## src/rtl/core/b32c5_pkg.sv

```systemverilog
// Shared types, constants and helper functions for the base32 / CRC5 decoder.
`default_nettype none
package b32c5_pkg;

    // Configuration register indexes
    localparam int CFG_INDEX_W = 4;
    localparam logic [CFG_INDEX_W-1:0] REG_CRC_GROUP    = 4'd0;
    localparam logic [CFG_INDEX_W-1:0] REG_MAX_OUT_BITS = 4'd1;

    localparam logic [5:0]  CRC_GROUP_RST    = 6'd0;
    localparam logic [15:0] MAX_OUT_BITS_RST = 16'hffff;

    // Status codes
    localparam logic [1:0] ST_OK           = 2'd0;
    localparam logic [1:0] ST_BAD_SYMBOL   = 2'd1;
    localparam logic [1:0] ST_CRC_MISMATCH = 2'd2;
    localparam logic [1:0] ST_INCOMPLETE   = 2'd3;

    localparam logic [15:0] CRC_TOP_BIT = 16'h8000;
    localparam logic [15:0] CRC_POLY    = 16'h1070 << 3;

    localparam int QUEUE_W = 12;
    localparam int FILL_W  = 5;

    // Output queue
    localparam int OUT_DEPTH = 4;
    localparam int OUT_PTR_W = $clog2(OUT_DEPTH);
    localparam int OUT_CNT_W = $clog2(OUT_DEPTH + 1);

    typedef struct packed {
        logic [7:0]  out_byte;
        logic [3:0]  valid_bits;
        logic        final_report;
        logic [1:0]  status;
        logic [15:0] total_bits;
    } b32c5_item_t;

    typedef struct packed {
        logic [4:0]         crc;
        logic [5:0]         group_count;
        logic [QUEUE_W-1:0] queue;
        logic [FILL_W-1:0]  fill;
        logic [1:0]         err;
        logic               exhausted;
    } b32c5_state_t;

    typedef struct packed {
        logic       ok;
        logic [4:0] val;
    } b32c5_sym_t;

    function automatic logic is_space(input logic [7:0] ch);
        logic r;
        case (ch) inside
            [8'd9:8'd13], 8'd32: r = 1'b1;
            default:             r = 1'b0;
        endcase
        return r;
    endfunction

    // Alphabet ABCDEFGHJKLMNPQRSTUVWXYZ23456789 -> 0..31
    function automatic b32c5_sym_t sym_lookup(input logic [7:0] ch);
        b32c5_sym_t s;
        s.ok  = 1'b1;
        s.val = 5'd0;
        case (ch) inside
            [8'h41:8'h48]: s.val = 5'(ch - 8'h41);
            [8'h4a:8'h4e]: s.val = 5'(ch - 8'h42);
            [8'h50:8'h5a]: s.val = 5'(ch - 8'h43);
            [8'h32:8'h39]: s.val = 5'(ch - 8'h1a);
            default:       s.ok  = 1'b0;
        endcase
        return s;
    endfunction

    function automatic logic [4:0] crc5_fold(input logic [4:0] sym, input logic [4:0] prev);
        logic [15:0] c;
        c = {3'd0, prev, 8'd0} ^ {sym, 11'd0};
        for (int k = 0; k < 5; k++)
        begin
            if ((c & CRC_TOP_BIT) != 16'd0)
            begin
                c = c ^ CRC_POLY;
            end
            c = c << 1;
        end
        return c[12:8];
    endfunction

    // Top n bits of a fill-deep queue, left-aligned in a byte
    function automatic logic [7:0] take_byte(input logic [QUEUE_W-1:0] q,
                                             input logic [FILL_W-1:0] fill,
                                             input logic [3:0] n);
        logic [QUEUE_W-1:0] s;
        logic [7:0]         b;
        s = q >> (fill - FILL_W'(n));
        b = s[7:0] << (4'd8 - n);
        return b;
    endfunction

    function automatic logic [QUEUE_W-1:0] keep_low(input logic [QUEUE_W-1:0] q,
                                                    input logic [FILL_W-1:0] fill);
        logic [QUEUE_W-1:0] r;
        if (fill >= FILL_W'(QUEUE_W))
        begin
            r = q;
        end
        else
        begin
            r = q & ~({QUEUE_W{1'b1}} << fill);
        end
        return r;
    endfunction

endpackage
`default_nettype wire

```

## src/rtl/core/b32c5_if.sv

```systemverilog
// Valid/ready channel interfaces: character input, result output, register writes.
`default_nettype none
interface b32c5_in_if;
    logic       valid;
    logic       ready;
    logic [7:0] char_code;
    logic       end_of_string;

    modport source (output valid, output char_code, output end_of_string, input ready);
    modport sink   (input valid, input char_code, input end_of_string, output ready);
endinterface

interface b32c5_out_if;
    logic        valid;
    logic        ready;
    logic [7:0]  out_byte;
    logic [3:0]  valid_bits;
    logic        final_report;
    logic [1:0]  status;
    logic [15:0] total_bits;

    modport source (output valid, output out_byte, output valid_bits, output final_report,
                    output status, output total_bits, input ready);
    modport sink   (input valid, input out_byte, input valid_bits, input final_report,
                    input status, input total_bits, output ready);
endinterface

interface b32c5_cfg_if;
    logic        valid;
    logic        ready;
    logic [3:0]  index;
    logic [15:0] data;

    modport source (output valid, output index, output data, input ready);
    modport sink   (input valid, input index, input data, output ready);
endinterface
`default_nettype wire

```

## src/rtl/core/b32c5_step.sv

```systemverilog
// Next-state and result logic for one character or end-of-string.
`default_nettype none
module b32c5_step #(
    parameter int LENGTH_WIDTH = 16
) (
    input  b32c5_pkg::b32c5_state_t st_cur,
    input  logic [LENGTH_WIDTH-1:0] delivered_cur,
    input  logic [7:0]              char_code,
    input  logic                    end_of_string,
    input  logic [5:0]              crc_group,
    input  logic [LENGTH_WIDTH-1:0] limit,
    output b32c5_pkg::b32c5_state_t st_next,
    output logic [LENGTH_WIDTH-1:0] delivered_next,
    output logic [1:0]              n_items,
    output b32c5_pkg::b32c5_item_t  item0,
    output b32c5_pkg::b32c5_item_t  item1
);
    import b32c5_pkg::*;

    function automatic logic [3:0] cap8(input logic [LENGTH_WIDTH-1:0] r);
        logic [3:0] c;
        if (r > LENGTH_WIDTH'(8))
        begin
            c = 4'd8;
        end
        else
        begin
            c = r[3:0];
        end
        return c;
    endfunction

    b32c5_sym_t              sym;
    logic                    room;
    logic [LENGTH_WIDTH-1:0] rem0;
    logic [LENGTH_WIDTH-1:0] rem2;
    logic [LENGTH_WIDTH-1:0] deliv1;
    logic [LENGTH_WIDTH-1:0] deliv2;
    logic [LENGTH_WIDTH-1:0] deliv_fl;
    logic [QUEUE_W-1:0]      q1;
    logic [QUEUE_W-1:0]      q2;
    logic [QUEUE_W-1:0]      q3;
    logic [FILL_W-1:0]       fill1;
    logic [FILL_W-1:0]       fill2;
    logic [FILL_W-1:0]       fill3;
    logic [3:0]              d1;
    logic [3:0]              d2;
    logic [3:0]              dfl;
    logic                    take1;
    logic                    take2;
    logic                    flush;
    logic [1:0]              fin_status;
    b32c5_item_t             fl_item;
    b32c5_item_t             fin_item;

    always_comb
    begin
        sym  = sym_lookup(char_code);
        room = delivered_cur < limit;
        rem0 = limit - delivered_cur;

        // data path: push the symbol, then up to two byte takes
        q1     = {st_cur.queue[QUEUE_W-6:0], sym.val};
        fill1  = st_cur.fill + FILL_W'(5);
        d1     = cap8(rem0);
        take1  = fill1 >= FILL_W'(d1);
        fill2  = fill1 - FILL_W'(d1);
        q2     = keep_low(q1, fill2);
        deliv1 = delivered_cur + LENGTH_WIDTH'(d1);
        rem2   = rem0 - LENGTH_WIDTH'(d1);
        d2     = cap8(rem2);
        take2  = take1 && (d2 != 4'd0) && (fill2 >= FILL_W'(d2));
        fill3  = fill2 - FILL_W'(d2);
        q3     = keep_low(q2, fill3);
        deliv2 = deliv1 + LENGTH_WIDTH'(d2);

        // end-of-string flush
        flush    = (st_cur.err == ST_OK) && (st_cur.fill != '0) && room;
        dfl      = (LENGTH_WIDTH'(st_cur.fill) < rem0) ? 4'(st_cur.fill) : rem0[3:0];
        deliv_fl = flush ? delivered_cur + LENGTH_WIDTH'(dfl) : delivered_cur;
        if (st_cur.err != ST_OK)
        begin
            fin_status = st_cur.err;
        end
        else if ((crc_group != 6'd0) && (st_cur.group_count != 6'd0))
        begin
            fin_status = ST_INCOMPLETE;
        end
        else
        begin
            fin_status = ST_OK;
        end

        fl_item.out_byte     = take_byte(st_cur.queue, st_cur.fill, dfl);
        fl_item.valid_bits   = dfl;
        fl_item.final_report = 1'b0;
        fl_item.status       = ST_OK;
        fl_item.total_bits   = 16'(deliv_fl);

        fin_item.out_byte     = 8'd0;
        fin_item.valid_bits   = 4'd0;
        fin_item.final_report = 1'b1;
        fin_item.status       = fin_status;
        fin_item.total_bits   = 16'(deliv_fl);

        st_next        = st_cur;
        delivered_next = delivered_cur;
        n_items        = 2'd0;
        item0          = '0;
        item1          = '0;

        if (end_of_string)
        begin
            st_next        = '0;
            delivered_next = '0;
            if (flush)
            begin
                n_items = 2'd2;
                item0   = fl_item;
                item1   = fin_item;
            end
            else
            begin
                n_items = 2'd1;
                item0   = fin_item;
            end
        end
        else if ((st_cur.err == ST_OK) && !st_cur.exhausted && !is_space(char_code))
        begin
            if (!sym.ok)
            begin
                st_next.err = ST_BAD_SYMBOL;
            end
            else if ((crc_group != 6'd0) && (st_cur.group_count >= crc_group))
            begin
                // check symbol closes the group
                if (st_cur.crc != sym.val)
                begin
                    st_next.err = ST_CRC_MISMATCH;
                end
                st_next.crc         = 5'd0;
                st_next.group_count = 6'd0;
            end
            else
            begin
                if (crc_group != 6'd0)
                begin
                    st_next.crc         = crc5_fold(sym.val, st_cur.crc);
                    st_next.group_count = st_cur.group_count + 6'd1;
                end
                if (!room)
                begin
                    st_next.exhausted = 1'b1;
                end
                else if (!take1)
                begin
                    st_next.queue = q1;
                    st_next.fill  = fill1;
                end
                else
                begin
                    item0.out_byte   = take_byte(q1, fill1, d1);
                    item0.valid_bits = d1;
                    item0.status     = ST_OK;
                    item0.total_bits = 16'(deliv1);
                    if (take2)
                    begin
                        item1.out_byte   = take_byte(q2, fill2, d2);
                        item1.valid_bits = d2;
                        item1.status     = ST_OK;
                        item1.total_bits = 16'(deliv2);
                        n_items          = 2'd2;
                        st_next.queue    = q3;
                        st_next.fill     = fill3;
                        delivered_next   = deliv2;
                    end
                    else
                    begin
                        n_items        = 2'd1;
                        st_next.queue  = q2;
                        st_next.fill   = fill2;
                        delivered_next = deliv1;
                    end
                end
            end
        end
    end

endmodule
`default_nettype wire

```

## src/rtl/core/b32c5_out_fifo.sv

```systemverilog
// Result queue: takes up to two items per cycle, hands out one per transfer.
`default_nettype none
module b32c5_out_fifo (
    input  logic                   clk,
    input  logic                   rst_n,
    input  logic [1:0]             push_n,
    input  b32c5_pkg::b32c5_item_t push_item0,
    input  b32c5_pkg::b32c5_item_t push_item1,
    output logic                   room,
    output logic                   out_valid,
    input  logic                   out_ready,
    output b32c5_pkg::b32c5_item_t out_item
);
    import b32c5_pkg::*;

    b32c5_item_t          entries_reg [OUT_DEPTH];
    logic [OUT_PTR_W-1:0] wr_ptr_reg;
    logic [OUT_PTR_W-1:0] wr_ptr_next;
    logic [OUT_PTR_W-1:0] rd_ptr_reg;
    logic [OUT_PTR_W-1:0] rd_ptr_next;
    logic [OUT_CNT_W-1:0] count_reg;
    logic [OUT_CNT_W-1:0] count_next;
    logic                 pop;

    assign out_valid = count_reg != '0;
    assign out_item  = entries_reg[rd_ptr_reg];
    assign pop       = out_valid && out_ready;
    // room for a worst-case push of two, judged on registered count only
    assign room      = count_reg <= OUT_CNT_W'(OUT_DEPTH - 2);

    always_comb
    begin
        wr_ptr_next = wr_ptr_reg + OUT_PTR_W'(push_n);
        rd_ptr_next = rd_ptr_reg + OUT_PTR_W'(pop);
        count_next  = count_reg + OUT_CNT_W'(push_n) - OUT_CNT_W'(pop);
    end

    always_ff @(posedge clk or negedge rst_n)
    begin
        if (!rst_n)
        begin
            wr_ptr_reg <= '0;
            rd_ptr_reg <= '0;
            count_reg  <= '0;
        end
        else
        begin
            wr_ptr_reg <= wr_ptr_next;
            rd_ptr_reg <= rd_ptr_next;
            count_reg  <= count_next;
        end
    end

    always_ff @(posedge clk)
    begin
        if (push_n != 2'd0)
        begin
            entries_reg[wr_ptr_reg] <= push_item0;
        end
        if (push_n == 2'd2)
        begin
            entries_reg[wr_ptr_reg + OUT_PTR_W'(1)] <= push_item1;
        end
    end

endmodule
`default_nettype wire

```

## src/rtl/core/base32_crc5_decoder.sv

```systemverilog
// Base32 decoder with per-group CRC5 check: top level.
//
// Channels: in_ch carries one character (or an end-of-string marker) per
// transfer; out_ch carries result items (data bytes, then one closing status
// item per string); cfg_ch writes crc_group (index 0) and max_out_bits
// (index 1), always ready, and is meant to be written between strings.
// A character taken on in_ch waits in the input register until the result
// queue has room; its items leave the queue on out_ch, one per transfer.
// Throughput: one character per cycle while the queue has room. A character
// yields at most two items; a four-entry result queue takes them, and
// in_ch.ready depends only on the input register and the queue count, never
// on out_ch.ready in the same cycle. A stalled receiver fills the queue; input
// then stops after at most one more character sits in the input register.
// Reset: decode state clears, crc_group goes to 0 and max_out_bits to 65535.
// After the status item the decode state returns to its reset values; the
// registers keep their contents.
`default_nettype none
module base32_crc5_decoder #(
    parameter int LENGTH_WIDTH = 16
) (
    input  logic        clk,
    input  logic        rst_n,
    b32c5_in_if.sink    in_ch,
    b32c5_out_if.source out_ch,
    b32c5_cfg_if.sink   cfg_ch
);
    import b32c5_pkg::*;

    logic                    in_vld_reg;
    logic                    in_vld_next;
    logic [7:0]              in_char_reg;
    logic                    in_eos_reg;
    logic                    fire;
    logic                    fifo_room;
    logic                    in_take;

    logic [5:0]              crc_group_reg;
    logic [15:0]             max_out_bits_reg;
    logic [LENGTH_WIDTH-1:0] limit;

    b32c5_state_t            st_reg;
    b32c5_state_t            st_next;
    logic [LENGTH_WIDTH-1:0] delivered_reg;
    logic [LENGTH_WIDTH-1:0] delivered_next;
    logic [1:0]              n_items;
    b32c5_item_t             item0;
    b32c5_item_t             item1;
    b32c5_item_t             out_item;

    assign limit        = LENGTH_WIDTH'(max_out_bits_reg);
    assign fire         = in_vld_reg && fifo_room;
    assign in_ch.ready  = !in_vld_reg || fifo_room;
    assign in_take      = in_ch.valid && in_ch.ready;
    assign in_vld_next  = in_take || (in_vld_reg && !fire);
    assign cfg_ch.ready = 1'b1;

    always_ff @(posedge clk or negedge rst_n)
    begin
        if (!rst_n)
        begin
            crc_group_reg    <= CRC_GROUP_RST;
            max_out_bits_reg <= MAX_OUT_BITS_RST;
        end
        else if (cfg_ch.valid)
        begin
            if (cfg_ch.index == REG_CRC_GROUP)
            begin
                crc_group_reg <= cfg_ch.data[5:0];
            end
            else if (cfg_ch.index == REG_MAX_OUT_BITS)
            begin
                max_out_bits_reg <= cfg_ch.data;
            end
        end
    end

    always_ff @(posedge clk or negedge rst_n)
    begin
        if (!rst_n)
        begin
            in_vld_reg <= 1'b0;
        end
        else
        begin
            in_vld_reg <= in_vld_next;
        end
    end

    always_ff @(posedge clk)
    begin
        if (in_take)
        begin
            in_char_reg <= in_ch.char_code;
            in_eos_reg  <= in_ch.end_of_string;
        end
    end

    b32c5_step #(
        .LENGTH_WIDTH (LENGTH_WIDTH)
    ) u_step (
        .st_cur         (st_reg),
        .delivered_cur  (delivered_reg),
        .char_code      (in_char_reg),
        .end_of_string  (in_eos_reg),
        .crc_group      (crc_group_reg),
        .limit          (limit),
        .st_next        (st_next),
        .delivered_next (delivered_next),
        .n_items        (n_items),
        .item0          (item0),
        .item1          (item1)
    );

    always_ff @(posedge clk or negedge rst_n)
    begin
        if (!rst_n)
        begin
            st_reg        <= '0;
            delivered_reg <= '0;
        end
        else if (fire)
        begin
            st_reg        <= st_next;
            delivered_reg <= delivered_next;
        end
    end

    b32c5_out_fifo u_out_fifo (
        .clk        (clk),
        .rst_n      (rst_n),
        .push_n     (fire ? n_items : 2'd0),
        .push_item0 (item0),
        .push_item1 (item1),
        .room       (fifo_room),
        .out_valid  (out_ch.valid),
        .out_ready  (out_ch.ready),
        .out_item   (out_item)
    );

    assign out_ch.out_byte     = out_item.out_byte;
    assign out_ch.valid_bits   = out_item.valid_bits;
    assign out_ch.final_report = out_item.final_report;
    assign out_ch.status       = out_item.status;
    assign out_ch.total_bits   = out_item.total_bits;

    a_clear_after_end: assert property (@(posedge clk) disable iff (!rst_n)
        fire && in_eos_reg |=> st_reg == '0 && delivered_reg == '0)
        else $error("decode state not cleared after end of string");

    a_error_sticky: assert property (@(posedge clk) disable iff (!rst_n)
        (st_reg.err != ST_OK) && !(fire && in_eos_reg) |=> st_reg.err == $past(st_reg.err))
        else $error("latched error changed before end of string");

    a_stall_cause: assert property (@(posedge clk) disable iff (!rst_n)
        !in_ch.ready |-> in_vld_reg && !fifo_room)
        else $error("input stalled without a full result queue");

endmodule
`default_nettype wire

```

## src/flat_wrapper.sv

```systemverilog
// flat-port wrapper written by rule: the top's interface ports become plain ports
module base32_crc5_decoder_flat import b32c5_pkg::*;
#(
    parameter int LENGTH_WIDTH = 16
)
  (clk, rst_n, in_ch_valid, in_ch_char_code, in_ch_end_of_string, in_ch_ready, out_ch_valid, out_ch_out_byte, out_ch_valid_bits, out_ch_final_report, out_ch_status, out_ch_total_bits, out_ch_ready, cfg_ch_valid, cfg_ch_index, cfg_ch_data, cfg_ch_ready);
  b32c5_in_if in_ch_i ();
  b32c5_out_if out_ch_i ();
  b32c5_cfg_if cfg_ch_i ();
  input  logic clk;
  input  logic rst_n;
  input wire logic [$bits(in_ch_i.valid)-1:0] in_ch_valid;
  input wire logic [$bits(in_ch_i.char_code)-1:0] in_ch_char_code;
  input wire logic [$bits(in_ch_i.end_of_string)-1:0] in_ch_end_of_string;
  output wire logic [$bits(in_ch_i.ready)-1:0] in_ch_ready;
  output wire logic [$bits(out_ch_i.valid)-1:0] out_ch_valid;
  output wire logic [$bits(out_ch_i.out_byte)-1:0] out_ch_out_byte;
  output wire logic [$bits(out_ch_i.valid_bits)-1:0] out_ch_valid_bits;
  output wire logic [$bits(out_ch_i.final_report)-1:0] out_ch_final_report;
  output wire logic [$bits(out_ch_i.status)-1:0] out_ch_status;
  output wire logic [$bits(out_ch_i.total_bits)-1:0] out_ch_total_bits;
  input wire logic [$bits(out_ch_i.ready)-1:0] out_ch_ready;
  input wire logic [$bits(cfg_ch_i.valid)-1:0] cfg_ch_valid;
  input wire logic [$bits(cfg_ch_i.index)-1:0] cfg_ch_index;
  input wire logic [$bits(cfg_ch_i.data)-1:0] cfg_ch_data;
  output wire logic [$bits(cfg_ch_i.ready)-1:0] cfg_ch_ready;
  assign in_ch_i.valid = in_ch_valid;
  assign in_ch_i.char_code = in_ch_char_code;
  assign in_ch_i.end_of_string = in_ch_end_of_string;
  assign in_ch_ready = in_ch_i.ready;
  assign out_ch_valid = out_ch_i.valid;
  assign out_ch_out_byte = out_ch_i.out_byte;
  assign out_ch_valid_bits = out_ch_i.valid_bits;
  assign out_ch_final_report = out_ch_i.final_report;
  assign out_ch_status = out_ch_i.status;
  assign out_ch_total_bits = out_ch_i.total_bits;
  assign out_ch_i.ready = out_ch_ready;
  assign cfg_ch_i.valid = cfg_ch_valid;
  assign cfg_ch_i.index = cfg_ch_index;
  assign cfg_ch_i.data = cfg_ch_data;
  assign cfg_ch_ready = cfg_ch_i.ready;
  base32_crc5_decoder #(.LENGTH_WIDTH(LENGTH_WIDTH)) u_core (.clk(clk), .rst_n(rst_n), .in_ch(in_ch_i), .out_ch(out_ch_i), .cfg_ch(cfg_ch_i));
endmodule
```

## config.mk

```make
export PLATFORM = sky130hd
export DESIGN_NAME = base32_crc5_decoder_flat
export DESIGN_NICKNAME = d
export VERILOG_FILES = /design/src/rtl/core/b32c5_pkg.sv /design/src/rtl/core/b32c5_if.sv /design/src/rtl/core/b32c5_step.sv /design/src/rtl/core/b32c5_out_fifo.sv /design/src/rtl/core/base32_crc5_decoder.sv /design/src/flat_wrapper.sv
export SDC_FILE = /design/constraint.sdc
export NUM_CORES = 1
export LEC_CHECK = 0
export ABC_AREA = 1
export BUFFER_PORTS_ARGS = -buffer_cell sky130_fd_sc_hd__buf_4
export CAP_MARGIN = 20
export CORE_ASPECT_RATIO = 1.1
export CORE_UTILIZATION = 41
export DETAILED_ROUTE_END_ITERATION = 8
export SLEW_MARGIN = 20
export SYNTH_ARGS = -nofsm -noshare
export SYNTH_HDL_FRONTEND = slang
export SYNTH_HIERARCHICAL = 1
export SYNTH_SLANG_ARGS = --single-unit
```

## constraint.sdc

```tcl
create_clock -name clk -period 18.4 [get_ports clk]
set_clock_uncertainty 0.2 [all_clocks]
set_input_delay 0.92 -clock clk [delete_from_list [all_inputs] [get_ports clk]]
set_output_delay 0.92 -clock clk [all_outputs]
set_load 0.02 [all_outputs]
```

==> results.py <==
metrics = {
    "critical_path": {
        "crit_buf_inv": 6,
        "endpoint_kind": "register",
        "timing.critical_path.to": "u_core/u_out_fifo/entries_reg[1][20]$_DFFE_PP_",
        "worst-endpoint-required_ns": 18.40,
        "path_delay_family": "simple AND/OR/NAND/NOR gates",
        "cpPeakStageDelay_ns": 0.49,
        "startpoint": "u_core/delivered_reg[0]$_DFFE_PN0P_",
        "worstSetupPathType": "reg -> reg",
        "cp_slowest_cell": "o31ai_4",
        "cp.arrival_ns": 8.09,
        "r2r_start": "u_core/delivered_reg[0]$_DFFE_PN0P_",
        "reg2reg_slack_ns": 10.32,
        "crit_cells": 35,
        "cp_max_fo": 24,
        "timing.rr.end": "u_core/u_out_fifo/entries_reg[1][20]$_DFFE_PP_",
        "crit_path_frequent_cell": "nor2_1",
        "ff2ff_path_depth": 35,
        "startpoint_type": "register",
    },
    "clocking": {
        "cts_hold_buf": 0,
        "ctsResizeCount": 0,
        "clk_latency_ns": 0.56,
        "post-cts-setup-buffers": 0,
        "cts_tree": "built",
        "root_buffer": "clkbuf_16",
        "clk_pin_slew_ns": 0.06,
        "ctsHtreeMaxLevel": 1,
        "numCtsBuffers": 25,
        "cts.sinks": 210,
        "cts_buffer_depth": 3,
    },
    "place": {
        "pre_cts_ws_ns": 10.29,
        "place.gp.congestion": 0.930,
        "dp.cells": 3173,
        "dp_hpwl_mm": 41.2,
        "io_buffers": 66,
    },
    "synth": {
        "syn_nets": 2744,
        "yosys-top-cells-area": "edfxtp_1 22%, nand2_1 14%, dfrtp_1 8.3%",
        "synth_edf_count": 133,
        "synth_ff_type": "edfxtp_1",
        "syn-cell-area_sq_um": 18400,
        "synthDistinctLibCells": 62,
        "postSynthAreaPerCell_sq_um": 6.98,
        "synth.largest_area_cell": "edfxtp_1",
        "ys_seq_area_frac": 0.323,
        "yosys_warnings": 6,
        "yosysTopAreaCellShare": 0.217,
        "async_reset_ff_frac": 0.367,
        "syn_inst": 2632,
        "ys_ff_latch": 210,
    },
    "sta": {
        "rsz0062_at_grt": "no",
        "post-route-min-period_ns": 8.08,
        "setup_viol": 0,
        "timing.max_slew.rel_slack": 0.384,
        "worst_slack_ns": 10.32,
        "setup_tns_ns": 0,
        "drv_slew": 0,
        "fmax_mhz": 124,
        "finalHoldViolations": 0,
        "period_share": 0.439,
        "worst_pin_slew_ns": 0.924,
    },
    "final_layout": {
        "fin_nets": 2738,
        "num-fill-cells": 4520,
        "area.sequential_sq_um": 5940,
        "syn_to_final_growth_pct": 7.90,
        "antennaDiodeCount": 0,
        "multi_input_area_sq_um": 10600,
        "drive_above_1_share": 0.117,
        "finalNonFillerCells": 3219,
        "largest_reg_flops": 124,
    },
    "grt": {
        "grt_pass1_wl_mm": 87.5,
        "grtUsageTotal": 0.240,
        "grt_max_degree": 67,
        "grt_pass1_vias": 16171,
        "globalRouteOverflowTotal": 0,
        "antenna_found_initial": 0,
    },
    "floorplanning": {
        "start_util": 0.420,
        "die_w_um": 204,
        "die_height_um": 224,
        "core-area_sq_um": 43700,
        "fp-row-count": 80,
        "io_pins": 68,
        "die_area_sq_um": 45700,
    },
    "detailed_routing": {
        "ant_nets": 0,
        "viasPerCell": 5.44,
        "wirelength_mm": 55.2,
        "route.detailed.drc": 0,
        "via_count": 17525,
        "drt_first_pass_iters": 6,
        "wl_per_cell_um": 17.1,
        "drt_iter0_drc": 1289,
    },
    "power": {
        "leakage_nw": 8.48,
        "irDropWorstVdd_mv": 0.140,
        "power_density_nw_per_um2": 198,
    },
    "status": {
        "status": "completed",
    },
    "run": {
        "maxCapViolCount": 0,
    },
    "worst_hold_path": {
        "hold_path_class": "in -> async",
    },
}
==> worst reg2reg max path: cells and delay by family (launching register included) <==
family / cells / cell delay (ns)
buf+inv: 6 / 1.18
fa+ha+maj: 4 / 1.22
simple gates: 20 / 3.47
flops: 1 / 0.45
compound gates: 5 / 1.22
==> cell type report <==
cell class / count / area share
clock buffer: 33 / 0.0331
clock inverter: 13 / 0.00530
inverter: 308 / 0.0583
multi-input combinational: 2000 / 0.537
sequential: 210 / 0.300
tap: 574 / 0.0362
timing repair buffer: 81 / 0.0307
==> cells in the final DEF (no fill, tap or decap), types with 70 or more instances in the layout <==
cell type  count
ha_1          70
o21ai_2       82
nand2_1      701
o21ai_0      260
inv_1        284
edfxtp_1     133
nor2_1       242
buf_4         81
a21oi_1      118
nand3_1      164
==> worst min-delay path by stage <==
| stage | to | slack [ns] |
|---|---|---|
| floorplan | u_core/delivered_reg[8]$_DFFE_PN0P_ | 0.24 |
| global placement | u_core/limit[0]$_DFFE_PN1P_ | 0.26 |
| detailed placement | u_core/limit[0]$_DFFE_PN1P_ | 0.26 |
| CTS | u_core/delivered_reg[12]$_DFFE_PN0P_ | 0.12 |
| global route | u_core/delivered_reg[14]$_DFFE_PN0P_ | 0.16 |
| finish | u_core/delivered_reg[14]$_DFFE_PN0P_ | 0.13 |
==> synth_stat cells (11+ instances only) <==
library cell and n:
o21ai_2 81, xor2_1 53, o211ai_1 11, o21ai_1 32, o22ai_1 30, nand2_2 17, ha_1 70, nor2_2 14
nand2_1 701, a21oi_1 119, nor3_1 20, buf_6 26, nand3_1 164, o21ai_0 261, clkbuf_1 51, nand4_1 55
buf_2 27, inv_1 285, dfstp_2 16, dfrtp_1 61, inv_2 17, edfxtp_1 133, nor2_1 242
==> metrics by stage <==
stage | power [mW] | utilization | hold WS [ns] | instance area [sq um]
after global placement | 3.41 | 0.436 | 0.257 | 19100
after global routing | 4.27 | 0.453 | 0.160 | 19800
after floorplan | 2.71 | - | 0.240 | 18400
after CTS | 3.92 | 0.453 | 0.120 | 19800
final | 3.92 | 0.453 | 0.131 | 19800
after detailed placement | 3.43 | 0.436 | 0.257 | 19100
==> cells by family (layout without fill, tap and decap cells) <==
kind of cell,count (synthesis),after routing,synth area share
compound gates,581,581,0.185
xor+xnor,63,63,0.0315
fa+ha+maj,78,78,0.0564
buf+inv,422,435,0.101
flops,210,210,0.323
mux,4,4,0.00218
other cells,3,3,0.000613
simple gates,1271,1271,0.300
==> routing by layer <==
| layer | GRT usage | vias up | wire length [um] |
|---|---|---|---|
| met5 | 0 | - | 0 |
| met4 | 0.0728 | 0 | 1560 |
| met3 | 0.0246 | 88 | 2830 |
| met2 | 0.404 | 506 | 25900 |
| met1 | 0.324 | 8180 | 24900 |
| li1 | - | 8751 | - |
==> report_power, final <==
part	internal [mW]	leakage [nW]	switching [mW]
Combinational	0.805	5.89	1.88
Sequential	0.671	2.22	0.0935
Clock	0.266	0.370	0.205
Note: power is estimated with default switching activity, not from simulation.
